<file path="src/triangle_depth_rasterizer_unit_assert.svh">
// Assertion macros for the triangle depth rasterizer.
`ifndef TRIANGLE_DEPTH_RASTERIZER_UNIT_ASSERT_SVH
`define TRIANGLE_DEPTH_RASTERIZER_UNIT_ASSERT_SVH
// Checks that a condition implies another on the same edge.
`define TDR_ASSERT_IMP(lbl, cond, prop) \
    lbl: assert property (@(posedge clk) disable iff (!rst_n) (cond) |-> (prop)) \
        else $error("assertion failed");
// Checks that a condition implies another on the next edge.
`define TDR_ASSERT_NEXT(lbl, cond, prop) \
    lbl: assert property (@(posedge clk) disable iff (!rst_n) (cond) |=> (prop)) \
        else $error("assertion failed");
`endif

</file>
<file path="src/tdr_pkg.sv">
`timescale 1ns / 1ps
// ----------------------------------------------------------------------------
// tdr_pkg
// Shared types and constants of the triangle depth rasterizer.
// ----------------------------------------------------------------------------
package tdr_pkg;
    localparam logic ACT_DRAW = 1'b0;
    localparam logic ACT_READ = 1'b1;
    localparam logic REG_WIDTH = 1'b0;
    localparam logic REG_HEIGHT = 1'b1;
    localparam logic [31:0] DEPTH_FLOOR = 32'h8000_0000;
    localparam int LANES = 3;

    typedef struct packed {
        logic        action;
        logic [31:0] v0_xy;
        logic signed [31:0] v0_depth;
        logic [23:0] v0_inv_w;
        logic [31:0] v1_xy;
        logic signed [31:0] v1_depth;
        logic [23:0] v1_inv_w;
        logic [31:0] v2_xy;
        logic signed [31:0] v2_depth;
        logic [23:0] v2_inv_w;
        logic [15:0] read_index;
    } in_item_t;

    typedef struct packed {
        logic signed [31:0] read_depth;
        logic        drawn;
    } out_item_t;

    typedef enum logic [3:0] {
        ST_IDLE, ST_CLEAR, ST_AREA, ST_SETUP, ST_PIX, ST_EDGE, ST_WEIGHT,
        ST_NORM, ST_DIV, ST_RDWAIT, ST_CMP, ST_READ, ST_OUT
    } state_t;

    // Status of the shared divider.
    typedef struct packed {
        logic busy;
        logic done;
    } div_stat_t;
endpackage

</file>
<file path="src/tdr_div.sv">
`timescale 1ns / 1ps
// ----------------------------------------------------------------------------
// tdr_div
// Radix-2 floor divider of a signed numerator by a positive divisor.
// ----------------------------------------------------------------------------
module tdr_div (
    input  logic               clk,
    input  logic               rst_n,
    input  logic               start,
    input  logic signed [64:0] num,
    input  logic [31:0]        den,
    output tdr_pkg::div_stat_t stat,
    output logic signed [63:0] quot
);
    import tdr_pkg::*;
    logic [64:0] rem_reg, rem_next;
    logic [64:0] q_reg, q_next;
    logic [31:0] d_reg;
    logic        neg_reg;
    logic [6:0]  cnt_reg, cnt_next;
    logic        busy_reg, busy_next, done_reg, done_next;
    logic [64:0] trial;
    logic [64:0] mag;
    logic [64:0] qa;

    assign mag = num[64] ? 65'(-num) : 65'(num);
    assign trial = {rem_reg[63:0], q_reg[64]};

    // One quotient bit per cycle.
    always_comb
    begin
        rem_next = rem_reg;
        q_next = q_reg;
        cnt_next = cnt_reg;
        busy_next = busy_reg;
        done_next = 1'b0;
        if (start)
        begin
            rem_next = '0;
            q_next = mag;
            cnt_next = 7'd65;
            busy_next = 1'b1;
        end
        else if (busy_reg)
        begin
            if (trial >= 65'(d_reg))
            begin
                rem_next = trial - 65'(d_reg);
                q_next = {q_reg[63:0], 1'b1};
            end
            else
            begin
                rem_next = trial;
                q_next = {q_reg[63:0], 1'b0};
            end
            cnt_next = cnt_reg - 7'd1;
            if (cnt_reg == 7'd1)
            begin
                busy_next = 1'b0;
                done_next = 1'b1;
            end
        end
    end

    always_ff @(posedge clk or negedge rst_n)
    begin
        if (!rst_n)
        begin
            busy_reg <= 1'b0;
            done_reg <= 1'b0;
            cnt_reg <= '0;
        end
        else
        begin
            busy_reg <= busy_next;
            done_reg <= done_next;
            cnt_reg <= cnt_next;
        end
    end

    always_ff @(posedge clk)
    begin
        rem_reg <= rem_next;
        q_reg <= q_next;
        if (start)
        begin
            d_reg <= den;
            neg_reg <= num[64];
        end
    end

    // Floor for negative numerators: negate and step down on a remainder.
    assign qa = q_reg + ((rem_reg != '0) ? 65'd1 : 65'd0);
    assign quot = neg_reg ? 64'(-qa) : 64'(q_reg);
    assign stat = '{busy: busy_reg, done: done_reg};
endmodule

</file>
<file path="config.mk">
export PLATFORM = sky130hd
export DESIGN_NAME = tdr_div
export DESIGN_NICKNAME = d
export VERILOG_FILES = /design/src/triangle_depth_rasterizer_unit_assert.svh /design/src/tdr_pkg.sv /design/src/tdr_div.sv
export SDC_FILE = /design/constraint.sdc
export NUM_CORES = 1
export LEC_CHECK = 0
export BUFFER_PORTS_ARGS = -buffer_cell sky130_fd_sc_hd__buf_2
export CAP_MARGIN = 25
export CELL_PAD_IN_SITES_DETAIL_PLACEMENT = 1
export CELL_PAD_IN_SITES_GLOBAL_PLACEMENT = 1
export CORE_MARGIN = 2
export CORE_UTILIZATION = 45
export DETAILED_ROUTE_END_ITERATION = 8
export PLACE_DENSITY_LB_ADDON = 0.05
export SYNTH_ARGS = -nofsm -noshare
export SYNTH_HDL_FRONTEND = slang
export SYNTH_SLANG_ARGS = --single-unit
</file>
<file path="constraint.sdc">
create_clock -name clk -period 12.95 [get_ports clk]
set_input_delay 1.295 -clock clk [delete_from_list [all_inputs] [get_ports clk]]
set_output_delay 1.295 -clock clk [all_outputs]
set_load 0.01 [all_outputs]
</file>
[Yosys cells after proc, flatten, opt, wreduce, memory -nomap -nowiden]
Cells that the tools add are included.
Word-level totals
  bits in registers: 172
  input port bits: 100
  logic and storage cells: 31
Operators by class
  add/sub/neg operators: 5
  muxes and demuxes: 15
  reduce and logical (&&, ||, !) cells: 2
  $lt $le $gt $ge: 1
  eq/ne operators: 1
Operators by type and width (number)
  $mux W65: 4
  $ge A65 B32 Y1: 1
  $neg A65 Y65: 1
  $reduce_bool A65 Y1: 1
  $sub A65 B32 Y65: 1
  $add A64 B1 Y64: 1
  $mux W64: 1
  $neg A64 Y64: 1
  $mux W7: 2
  $mux W1: 8
  $eq A7 B1 Y1 const B: 1
  $sub A7 B1 Y7 const B: 1
  $reduce_bool A2 Y1: 1

[Logic depth before layout (Yosys ltp)]
Gate-level depths: netlist of run 1.
  word-level depth: 5
  mapped depth: 21

[Least setup slack after synthesis of run 1]
Ideal clock, no wire load.
  kind: reg2out
  start point: register rem_reg[42]
  end point: output port quot[57]
  stages on the path, launching flop included: 21
  path slack: 6.072 ns
  data arrival time: 5.583 ns
  path buffers: 1
  required time: 11.655 ns
  cell sequence: dfxtp_1 > nor4_4 > nand3_2 > or4_1 > buf_2 > or4_1 > or3_1 > nor4_1 > ha_1 > ha_1 > inv_1 > ha_1 > o21bai_1 > a21oi_1 > o21ai_0 > a31oi_1 > o41ai_1 > a21oi_1 > o31ai_1 > a31oi_1 > o311ai_0
On the way
  longest elaborated chain between the ends: 5
Ends and longest elaborated chain
  start, declared: line tdr_div.sv:16  | logic [64:0] rem_reg, rem_next;
  start signal, assigned: line tdr_div.sv:83  | rem_reg <= rem_next;
  $reduce_bool A65 Y1: line tdr_div.sv:93  | assign qa = q_reg + ((rem_reg != '0) ? 65'd1 : 65'd0);
  $mux W1: line tdr_div.sv:93
  $add A64 B1 Y64: line tdr_div.sv:93
  $neg A64 Y64: line tdr_div.sv:94  | assign quot = neg_reg ? 64'(-qa) : 64'(q_reg);
  $mux W64: line tdr_div.sv:94
  end, declared: line tdr_div.sv:13  | output logic signed [63:0] quot
No other way between the ends.

[Worst setup path after layout of run 1]
Same ends and word-level chain as after synthesis.

==> results of run 1 <==
worst register-to-register path, stage by stage, from the launching register on:
cell and delay [ns]:
edfxtp_1 0.38, inv_1 0.06, ha_1 0.28, nor2b_1 0.20
o211ai_1 0.15, a32oi_1 0.39, a21bo_2 0.22, a41o_1 0.19
o21ai_0 0.30, o21a_1 0.44, a221o_2 0.64, or4_1 0.57
a311oi_1 0.26
worst paths after layout:
| kind | slack (ns) | cells past startpoint | endpoint |
|---|---|---|---|
| max | 4.20 | 21 | quot[57] |
| min | 0.51 | 2 | rem_reg[56] |
| max reg2reg | 8.77 | 12 | rem_reg[48] |
| min reg2reg | 0.51 | 2 | rem_reg[56] |
| max in group asynchronous | 12.07 | 1 | busy_reg |
| min in group asynchronous | 0.67 | 1 | cnt_reg[4] |
through the flow:
stage / setup slack, ns / hold WS [ns] / area (µm²) / std cells
5_1_grt: 3.724 / 0.5404 / 17170 / 2529
3_5_place_dp: 4.456 / 0.5028 / 16590 / 2496
2_1_floorplan: 6.072 / 0.4486 / 15490 / 1977
4_1_cts: 3.923 / 0.5134 / 17170 / 2528
3_3_place_gp: 4.867 / 0.4753 / 16560 / 2495
6_report: 4.199 / 0.5099 / 17170 / 2529
cell usage in the layout, fill, tap and decap left out, drive strengths merged, types with 34 or more instances in the layout:
master and count:
nor2 185, or3 42, inv 145, dfxtp 65
o31ai 34, xnor2 76, edfxtp 98, ha 102
a21oi 173, nand2 189, buf 178, xor2 84
o21ai 160, a21o 54, nand3 40
layer usage:
metal	track usage	wire, µm
met3	0.02859	1818
met1	0.3794	23580
met2	0.4908	24650
met5	0	0
met4	0.07990	1042
report_power, final:
part | internal, mW | switching [mW] | total [mW]
sequential | 0.742 | 0.172 | 0.914
clock | 0.256 | 0.267 | 0.523
combinational | 0.872 | 1.35 | 2.22
total | 1.87 | 1.79 | 3.66
layout make-up:
| cell class | count | area, µm² | share of cell area |
|---|---|---|---|
| Clock buffer | 17 | 425.4 | 0.02478 |
| Clock inverter | 15 | 153.9 | 0.008963 |
| Inverter | 138 | 518.0 | 0.03017 |
| Multi-Input combinational cell | 1560 | 10090 | 0.5875 |
| Sequential cell | 172 | 4471 | 0.2604 |
| Tap cell | 448 | 560.5 | 0.03265 |
| Timing Repair Buffer | 179 | 954.7 | 0.05560 |
cell families (layout without fill, tap and decap cells):
kind of cell | Yosys count | after routing | share of synthesized area
buffers and inverters | 245 | 349 | 0.06050
XOR/XNOR | 160 | 160 | 0.09046
AO/OA/AOI/OAI | 616 | 616 | 0.2532
adder cells (fa/ha/maj) | 103 | 103 | 0.08368
flip-flops | 172 | 172 | 0.2885
AND/OR/NAND/NOR | 654 | 654 | 0.2061
multiplexers | 27 | 27 | 0.01753
==> flow_summary.ini, run 1 <==
[yosys]
syn-instance-count = 1977
synth_common_cells = 189 x nand2_1, 184 x nor2_1, 172 x a21oi_1
ys_warn_count = 0
yosysMostFrequentCell = nand2_1
ys_seq_area_frac = 0.2885
synth_area_per_cell_um2 = 7.836
ys_top_cells_by_area = edfxtp_1 19%, dfxtp_1 8.4%, ha_1 8.2%
synth_edf_count = 98
yosys.area.top_type = edfxtp_1
yosysTopAreaCellShare = 0.1900
synth_cell_types = 81
synth_top_flop_cell = edfxtp_1
synth_area_um2 = 15490
async_flop_share = 0.05233
syn_nets = 2180
yosys_register_bits = 172

[grt]
grt_max_degree = 84
gr-total-overflow = 0
grt_pass1_wl_um = 82590
grt_usage = 0.2847
antenna_found_initial = 0
grt_pass1_vias = 15440

[run]
max_cap_violations = 0

[critical_path]
critPathBufInv = 3
cp.required_ns = 11.65
worstPathMaxFanout = 8
reg2reg_from = d_reg[1]
critPathMaxStageDelay_ns = 0.61
startpoint = rem_reg[42]
crit_arrival_ns = 7.46
path_class = reg2out
crit_path_frequent_cell = ha_1
worstPathCellList = nor4_4, nand3_2, or4_1, or4_1, or3_1, nor4_1, ha_1, ha_1, inv_1, ha_1, o21bai_1, a21oi_1, o21ai_0, a31oi_1, o41ai_1, a21oi_1, o31ai_1, clkbuf_2, a31oi_1, o311ai_0, buf_2
path_delay_family = simple AND/OR/NAND/NOR gates
startpoint_type = flip-flop
slowest_stage = o31ai_1
end_kind = output port

[timing]
hold_viol_final = 0
slew_headroom = 0.2878
slew_violations = 0
skew_ns = 0.009742
max_freq_mhz = 114.3
worstMarginPinSlew_ns = 1.058
setup_viol = 0
rsz0062_at_grt = no
period_minus_slack_ns = 8.751
fin_setup_tns_ns = 0
finalCritPeriodShare = 0.6757

[finish]
drive_gt1_frac = 0.1221
final_nets = 2271
fin_util = 0.5095
area_growth_pct = 10.84
nFillCells = 4244
diodes = 0

[floorplan]
core_area_um2 = 33700
ios = 166
die_h_um = 189.5
dieArea_um2 = 35930
die-width_um = 189.5
start_util = 0.4597
core.rowCount = 67

[drt]
drc = 0
viasPerCell = 6.021
drt-pass1-iter-count = 5
drtIter0Drc = 871
drt_wl_total_um = 51090
wl_per_cell_um = 20.20
ant_nets = 0
vias = 15230

[placement]
dp_hpwl_um = 39250
gp_congestion = 0.9218
io_buffers = 165

[clocking]
post_cts_resize_count = 0
postCtsHoldBufs = 0
numCtsBuffers = 17
clkSinkCount = 172
post_cts_buffers = 0
tritoncts = done
path_clk_slew_ns = 0.07
clockBufferDepth = 2
h-tree-depth = 4
cts_root_buffer = clkbuf_16
clock_latency_ns = 0.47

[run_status]
status = finished, final reports clean

[pwr]
p_per_area_nw_per_um2 = 213.0
leakagePower_nw = 7.430
finalPower_mw = 3.657
peakVddDrop_mv = 0.1152

[hold_path]
min_path_type = reg2reg
min_from = rem_reg[56]
Note: power is estimated with default switching activity, not from simulation.
==> run 2, diff against run 1 <==
--- a/config.mk
+++ b/config.mk
@@ -5,12 +5,13 @@
 export SDC_FILE = /design/constraint.sdc
 export NUM_CORES = 1
 export LEC_CHECK = 0
+export ABC_AREA = 1
 export BUFFER_PORTS_ARGS = -buffer_cell sky130_fd_sc_hd__buf_2
 export CAP_MARGIN = 25
 export CELL_PAD_IN_SITES_DETAIL_PLACEMENT = 1
 export CELL_PAD_IN_SITES_GLOBAL_PLACEMENT = 1
 export CORE_MARGIN = 2
-export CORE_UTILIZATION = 45
+export CORE_UTILIZATION = 43
 export DETAILED_ROUTE_END_ITERATION = 8
 export PLACE_DENSITY_LB_ADDON = 0.05
 export SYNTH_ARGS = -nofsm -noshare
==> constraint.sdc (replaced) <==
create_clock -name clk -period 8.5 [get_ports clk]
set_input_delay 0.85 -clock clk [delete_from_list [all_inputs] [get_ports clk]]
set_output_delay 0.85 -clock clk [all_outputs]
set_load 0.01 [all_outputs]
==> run 2 against run 1 <==
Routed wire length increased by 56%. Setup slack lost 1.7 ns. Synthesized area increased by 24%. Global-route usage grew 5.7 points. Total power up 73%. Clock skew is 0.0011 ns higher. Critical endpoint is now quot[56]. Largest power group unchanged.
==> flow_summary.ini, run 2 <==
[placement]
gp_congestion = 0.9928
dp_hpwl_um = 65970
placed_area_um2 = 20620
io_buffers = 165

[pwr]
seqPwrFrac = 0.209
internal_power_mw = 2.878
p_per_area_nw_per_um2 = 298.4
switching_share = 0.5464
p_sw_mw = 3.466
combPwrFrac = 0.654
clkPwrFrac = 0.137
peakVddDrop_mv = 0.2949
leakagePower_nw = 11.32

[grt]
grt_pass1_wl_um = 124800
grt_pass1_vias = 23370
antenna_found_initial = 2
grt_max_degree = 71
gr-total-overflow = 0
grt_usage = 0.3421

[critical_path]
ff2ff_path_depth = 15
end_kind = output port
cp.required_ns = 7.65
worstPathMaxFanout = 5
slowest_stage = o21ai_0
path_delay_family = simple AND/OR/NAND/NOR gates
rrSetupSlack_ns = 5.06
critPathBufInv = 3
path_class = reg2out
crit_arrival_ns = 5.18
startpoint_type = flip-flop
worstPathCellList = nor2_2, nand2_1, nor2_1, nand2_1, nor3_4, nand3_1, nor2_1, ha_1, ha_1, inv_1, o21ai_0, inv_1, o21ai_0, nand2_1, nand3_1, nand2_1, nand3_1, nand3_1, nand2_1, buf_2
timing.rr.end = rem_reg[63]
crit_path_frequent_cell = nand2_1
critPathMaxStageDelay_ns = 0.65
reg2reg_from = d_reg[3]

[timing]
skew_ns = 0.01087
max_freq_mhz = 165.9
setup_viol = 0
worstMarginPinSlew_ns = 0.9244
finalCritPeriodShare = 0.7090
hold_viol_final = 0
slew_violations = 0
fin_setup_tns_ns = 0
rsz0062_at_grt = no
whs_ns = 0.2324
slew_headroom = 0.3837
period_minus_slack_ns = 6.026

[clocking]
clkSinkCount = 172
clock_latency_ns = 0.46
path_clk_slew_ns = 0.07
postCtsHoldBufs = 0
cts_root_buffer = clkbuf_16
post_cts_buffers = 0
tritoncts = done
clockBufferDepth = 2
numCtsBuffers = 17
post_cts_resize_count = 0
h-tree-depth = 4

[drt]
drt-pass1-iter-count = 5
drc = 0
drtIter0Drc = 1121
drt_wl_total_um = 79580
wl_per_cell_um = 19.33
vias = 22190
viasPerCell = 5.391
ant_nets = 0

[yosys]
syn-instance-count = 3380
synth_cell_types = 48
synth_area_per_cell_um2 = 5.699
ys_seq_area_frac = 0.2320
syn_nets = 3583
yosys_register_bits = 172
synth_area_um2 = 19260
synth_top_flop_cell = edfxtp_1
synth_edf_count = 98
async_flop_share = 0.05233
synth_common_cells = 1239 x nand2_1, 577 x inv_1, 348 x nor2_1
yosysMostFrequentCell = nand2_1
yosysTopAreaCellShare = 0.2414
ys_top_cells_by_area = nand2_1 24%, edfxtp_1 15%, inv_1 11%
ys_warn_count = 0
yosys.area.top_type = nand2_1

[floorplan]
dieArea_um2 = 46500
die_h_um = 215.7
core.rowCount = 77
start_util = 0.4356
ios = 166
die-width_um = 215.7
core_area_um2 = 44220

[run]
max_cap_violations = 0

[finish]
nFillCells = 6380
final_cell_mix = 1239 x nand2_1, 576 x inv_1, 346 x nor2_1
fin_area_um2 = 21260
fin_util = 0.4807
drive_gt1_frac = 0.07183
final_nets = 3712
area_growth_pct = 10.35
final_common_cell = nand2_1

[run_status]
status = finished, final reports clean

[hold_path]
min_path_type = in2async
run 2: cell types whose count changed after synthesis, moves of 58 or more:
cell,before,now
a21oi_1,172,108
clkbuf_1,92,34
inv_1,138,577
nand2_1,189,1239
nand3_1,39,294
nor2_1,184,348
run 2: power by group through the flow:
stage	Clock [mW]	Combinational, mW	Sequential (mW)
2_1_floorplan	0	2.84	1.26
4_1_cts	0.890	4.10	1.32
6_report	0.870	4.15	1.32
3_5_place_dp	0	4.07	1.33
5_1_grt	0.913	4.60	1.35
3_3_place_gp	0	3.96	1.31
run 2: stage by stage:
| stage | power [mW] | cells | worst slack [ns] |
|---|---|---|---|
| CTS | 6.305 | 4114 | 2.691 |
| finish | 6.343 | 4116 | 2.474 |
| floorplan | 4.105 | 3380 | 4.753 |
| global route | 6.865 | 4114 | 2.347 |
| detailed placement | 5.400 | 4082 | 3.207 |
| global placement | 5.262 | 4081 | 3.426 |
run 2: worst max-delay path by stage:
| stage | cells past startpoint | end | start | slack, ns |
|---|---|---|---|---|
| 2_1_floorplan | 18 | quot[25] | rem_reg[48] | 4.75 |
| 3_3_place_gp | 21 | quot[57] | rem_reg[48] | 3.43 |
| 3_5_place_dp | 20 | quot[56] | rem_reg[48] | 3.21 |
| 4_1_cts | 20 | quot[56] | rem_reg[48] | 2.69 |
| 5_1_grt | 20 | quot[56] | rem_reg[50] | 2.35 |
| 6_report | 20 | quot[56] | rem_reg[48] | 2.47 |
run 2: cells by family after synthesis:
logic type / after synthesis / share of synthesized area
flip-flops: 172 / 0.2320
buffers and inverters: 653 / 0.1312
AND/OR/NAND/NOR: 2061 / 0.4466
AO/OA/AOI/OAI: 307 / 0.08464
XOR/XNOR: 84 / 0.03819
adder cells (fa/ha/maj): 103 / 0.06729
run 2: layer usage:
| layer | part of all wire | up-vias | track usage |
|---|---|---|---|
| li1 | - | 10870 | - |
| met4 | 0.056 | 2 | 0.1834 |
| met1 | 0.40 | 10600 | 0.3849 |
| met3 | 0.035 | 196 | 0.03256 |
| met5 | 0.00014 | - | 0 |
| met2 | 0.50 | 519 | 0.6343 |
run 2: worst register-to-register path: cells and delay by family (launching register included):
family	cells	cell delay [ns]
buf+inv	3	0.57
simple gates	10	1.89
compound gates	1	0.17
flops	1	0.39
fa+ha+maj	1	0.30
run 2: area by class of cell:
cell class | instances | area, µm² | area share
timing repair buffer | 175 | 915.9 | 0.04309
inverter | 588 | 2210 | 0.1039
clock buffer | 18 | 429.2 | 0.02019
tap | 592 | 740.7 | 0.03485
antenna | 2 | 5.005 | 0.0002354
sequential | 172 | 4469 | 0.2103
clock inverter | 14 | 206.4 | 0.009712
multi-input combinational | 2555 | 12280 | 0.5777
==> run 3, diff against run 2 <==
--- a/config.mk
+++ b/config.mk
@@ -11,7 +11,7 @@
 export CELL_PAD_IN_SITES_DETAIL_PLACEMENT = 1
 export CELL_PAD_IN_SITES_GLOBAL_PLACEMENT = 1
 export CORE_MARGIN = 2
-export CORE_UTILIZATION = 43
+export CORE_UTILIZATION = 38
 export DETAILED_ROUTE_END_ITERATION = 8
 export PLACE_DENSITY_LB_ADDON = 0.05
 export SYNTH_ARGS = -nofsm -noshare
==> constraint.sdc (replaced) <==
create_clock -name clk -period 5.4 [get_ports clk]
set_input_delay 0.54 -clock clk [delete_from_list [all_inputs] [get_ports clk]]
set_output_delay 0.54 -clock clk [all_outputs]
set_load 0.01 [all_outputs]
==> run 3 against run 2 <==
Critical path depth up 1. Hold slack worse by 0.0026 ns. Utilization shrank 5.5 points. Final area rose by 0.22%. Global-route usage is 3.2 points lower. Setup slack got worse by 2.2 ns. Cell count increased by 2.1%. Largest power group unchanged. Highest routed layer unchanged.
==> flow_summary.ini, run 3 (same netlist as run 2, synthesis figures left out) <==
[run_status]
status = finished, final reports clean

[grt]
grt_pass1_wl_um = 126500
grt_usage = 0.3096
grt_max_degree = 71
grt_pass1_vias = 23080
antenna_found_initial = 6
gr-total-overflow = 0

[floorplan]
core.rowCount = 82
start_util = 0.3847
die-width_um = 229.1
dieArea_um2 = 52510
ios = 166
die_h_um = 229.1
core_area_um2 = 50070

[placement]
io_buffers = 165
gp_congestion = 0.9619
dp_hpwl_um = 68090
dp_cells = 4165

[clocking]
path_clk_slew_ns = 0.08
numCtsBuffers = 17
tritoncts = done
clockBufferDepth = 2
h-tree-depth = 4
clkSinkCount = 172
cts_root_buffer = clkbuf_16
clock_latency_ns = 0.48

[drt]
drt-pass1-iter-count = 5
viasPerCell = 5.231
wl_per_cell_um = 19.39
vias = 21980
drtIter0Drc = 942
ant_nets = 0
drc = 0
drt_wl_total_um = 81470

[pwr]
combPwrFrac = 0.664
p_sw_mw = 5.453
peakVddDrop_mv = 0.2909
leakagePower_nw = 11.28
clkPwrFrac = 0.123
finalPower_mw = 9.808
internal_power_mw = 4.355
seqPwrFrac = 0.213
p_per_area_nw_per_um2 = 460.4
switching_share = 0.5560

[timing]
hold_viol_final = 0
slew_headroom = 0.3780
period_minus_slack_ns = 5.155
max_freq_mhz = 194.0
rsz0062_at_grt = no
whs_ns = 0.2297
finalCritPeriodShare = 0.9547
setup_viol = 0
skew_ns = 0.01258
fin_setup_tns_ns = 0
worstMarginPinSlew_ns = 0.9330
slew_violations = 0

[critical_path]
cp.required_ns = 4.86
path_class = reg2out
worstPathMaxFanout = 5
ff2ff_path_depth = 11
startpoint_type = flip-flop
reg2reg_from = rem_reg[44]
timing.rr.end = q_reg[0]
crit_arrival_ns = 4.62
crit_path_end = quot[31]
rrSetupSlack_ns = 2.19
startpoint = rem_reg[44]
end_kind = output port

[run]
max_cap_violations = 0

[finish]
final_common_cell = nand2_1
stdcell_count = 4202
area_growth_pct = 10.59
drive_gt1_frac = 0.07372
final_nets = 3717
final_cell_mix = 1239 x nand2_1, 576 x inv_1, 343 x nor2_1

[hold_path]
min_path_type = in2reg
## run 3: cell types whose count changed in the layout (fill, tap and decap cells not counted)
cell	previous run	this run
buf_12	1	0
buf_4	10	15
bufinv_16	4	0
clkinv_4	2	0
clkinvlp_2	0	1
clkinvlp_4	2	6
diode_2	2	3
dlygate4sd3_1	0	1
inv_6	3	5
inv_8	2	1
nor2_1	346	343
nor2_2	8	10
nor2_4	3	4
## run 3: worst min-delay path by stage
stage	from	end	slack [ns]	cells after the start
3_5_place_dp	rst_n	done_reg	0.40	1
6_report	den[18]	d_reg[18]	0.23	1
4_1_cts	den[14]	d_reg[14]	0.22	1
5_1_grt	den[17]	d_reg[17]	0.23	1
2_1_floorplan	rst_n	busy_reg	0.24	0
3_3_place_gp	rst_n	done_reg	0.40	1
## run 3: worst max-delay path: stages, from the launching register on
cell     delay, ns
dfxtp_1       0.36
nor2_1        0.24
nand2_1       0.14
nor2_1        0.17
nand2_1       0.15
nor3_4        0.36
nand3_1       0.22
nor2_4        0.20
ha_1          0.20
ha_1          0.21
inv_1         0.07
ha_1          0.18
nor2_1        0.11
nand2_1       0.06
nand3_1       0.17
nand2_1       0.09
nand2_1       0.13
nand2_1       0.08
nand2_1       0.25
xnor2_1       0.09
o21ai_0       0.42
buf_2         0.22
## run 3: timing repair
| action | CTS | global route |
|---|---|---|
| endpoints found under the hold margin | 9 | 0 |
| endpoints found under the setup margin | 0 | 13 |
| buffers inserted | 0 | 1 |
| gates resized for setup | 0 | 4 |
| hold buffers | 1 | 0 |
## run 3: power by group through the flow
| stage | clock network (mW) | registers, mW | logic [mW] |
|---|---|---|---|
| final | 1.21 | 2.09 | 6.51 |
| after global routing | 1.27 | 2.14 | 7.28 |
| after CTS | 1.23 | 2.08 | 6.48 |
| after detailed placement | 0 | 2.10 | 6.44 |
| after global placement | 0 | 2.07 | 6.34 |
| after floorplan | 0 | 1.98 | 4.48 |
## run 3: metal layers
layer  GRT usage  vias to the layer above  share of wire
met4      0.1589                        6          0.053
met5           0                        -        0.00048
li1            -                    10900              -
met3     0.02702                      165          0.034
met1      0.3506                    10450           0.41
met2      0.5764                      456           0.50
## run 3: area by class of cell
type | count | area [µm²]
timing repair buffer | 180 | 943.4
sequential | 172 | 4469
clock inverter | 14 | 110.1
fill | 7204 | 28770
multi-input combinational | 2555 | 12290
inverter | 588 | 2210
clock buffer | 18 | 429.2
antenna | 3 | 7.507
tap | 672 | 840.8
## run 3: through the flow
stage	setup WS (ns)	cell area [µm²]	utilization
after global placement	0.8963	20730	0.4140
after global routing	0.006781	21300	0.4253
after detailed placement	0.8046	20730	0.4140
after floorplan	1.963	19260	-
after CTS	0.2921	21280	0.4249
final	0.2447	21300	0.4255
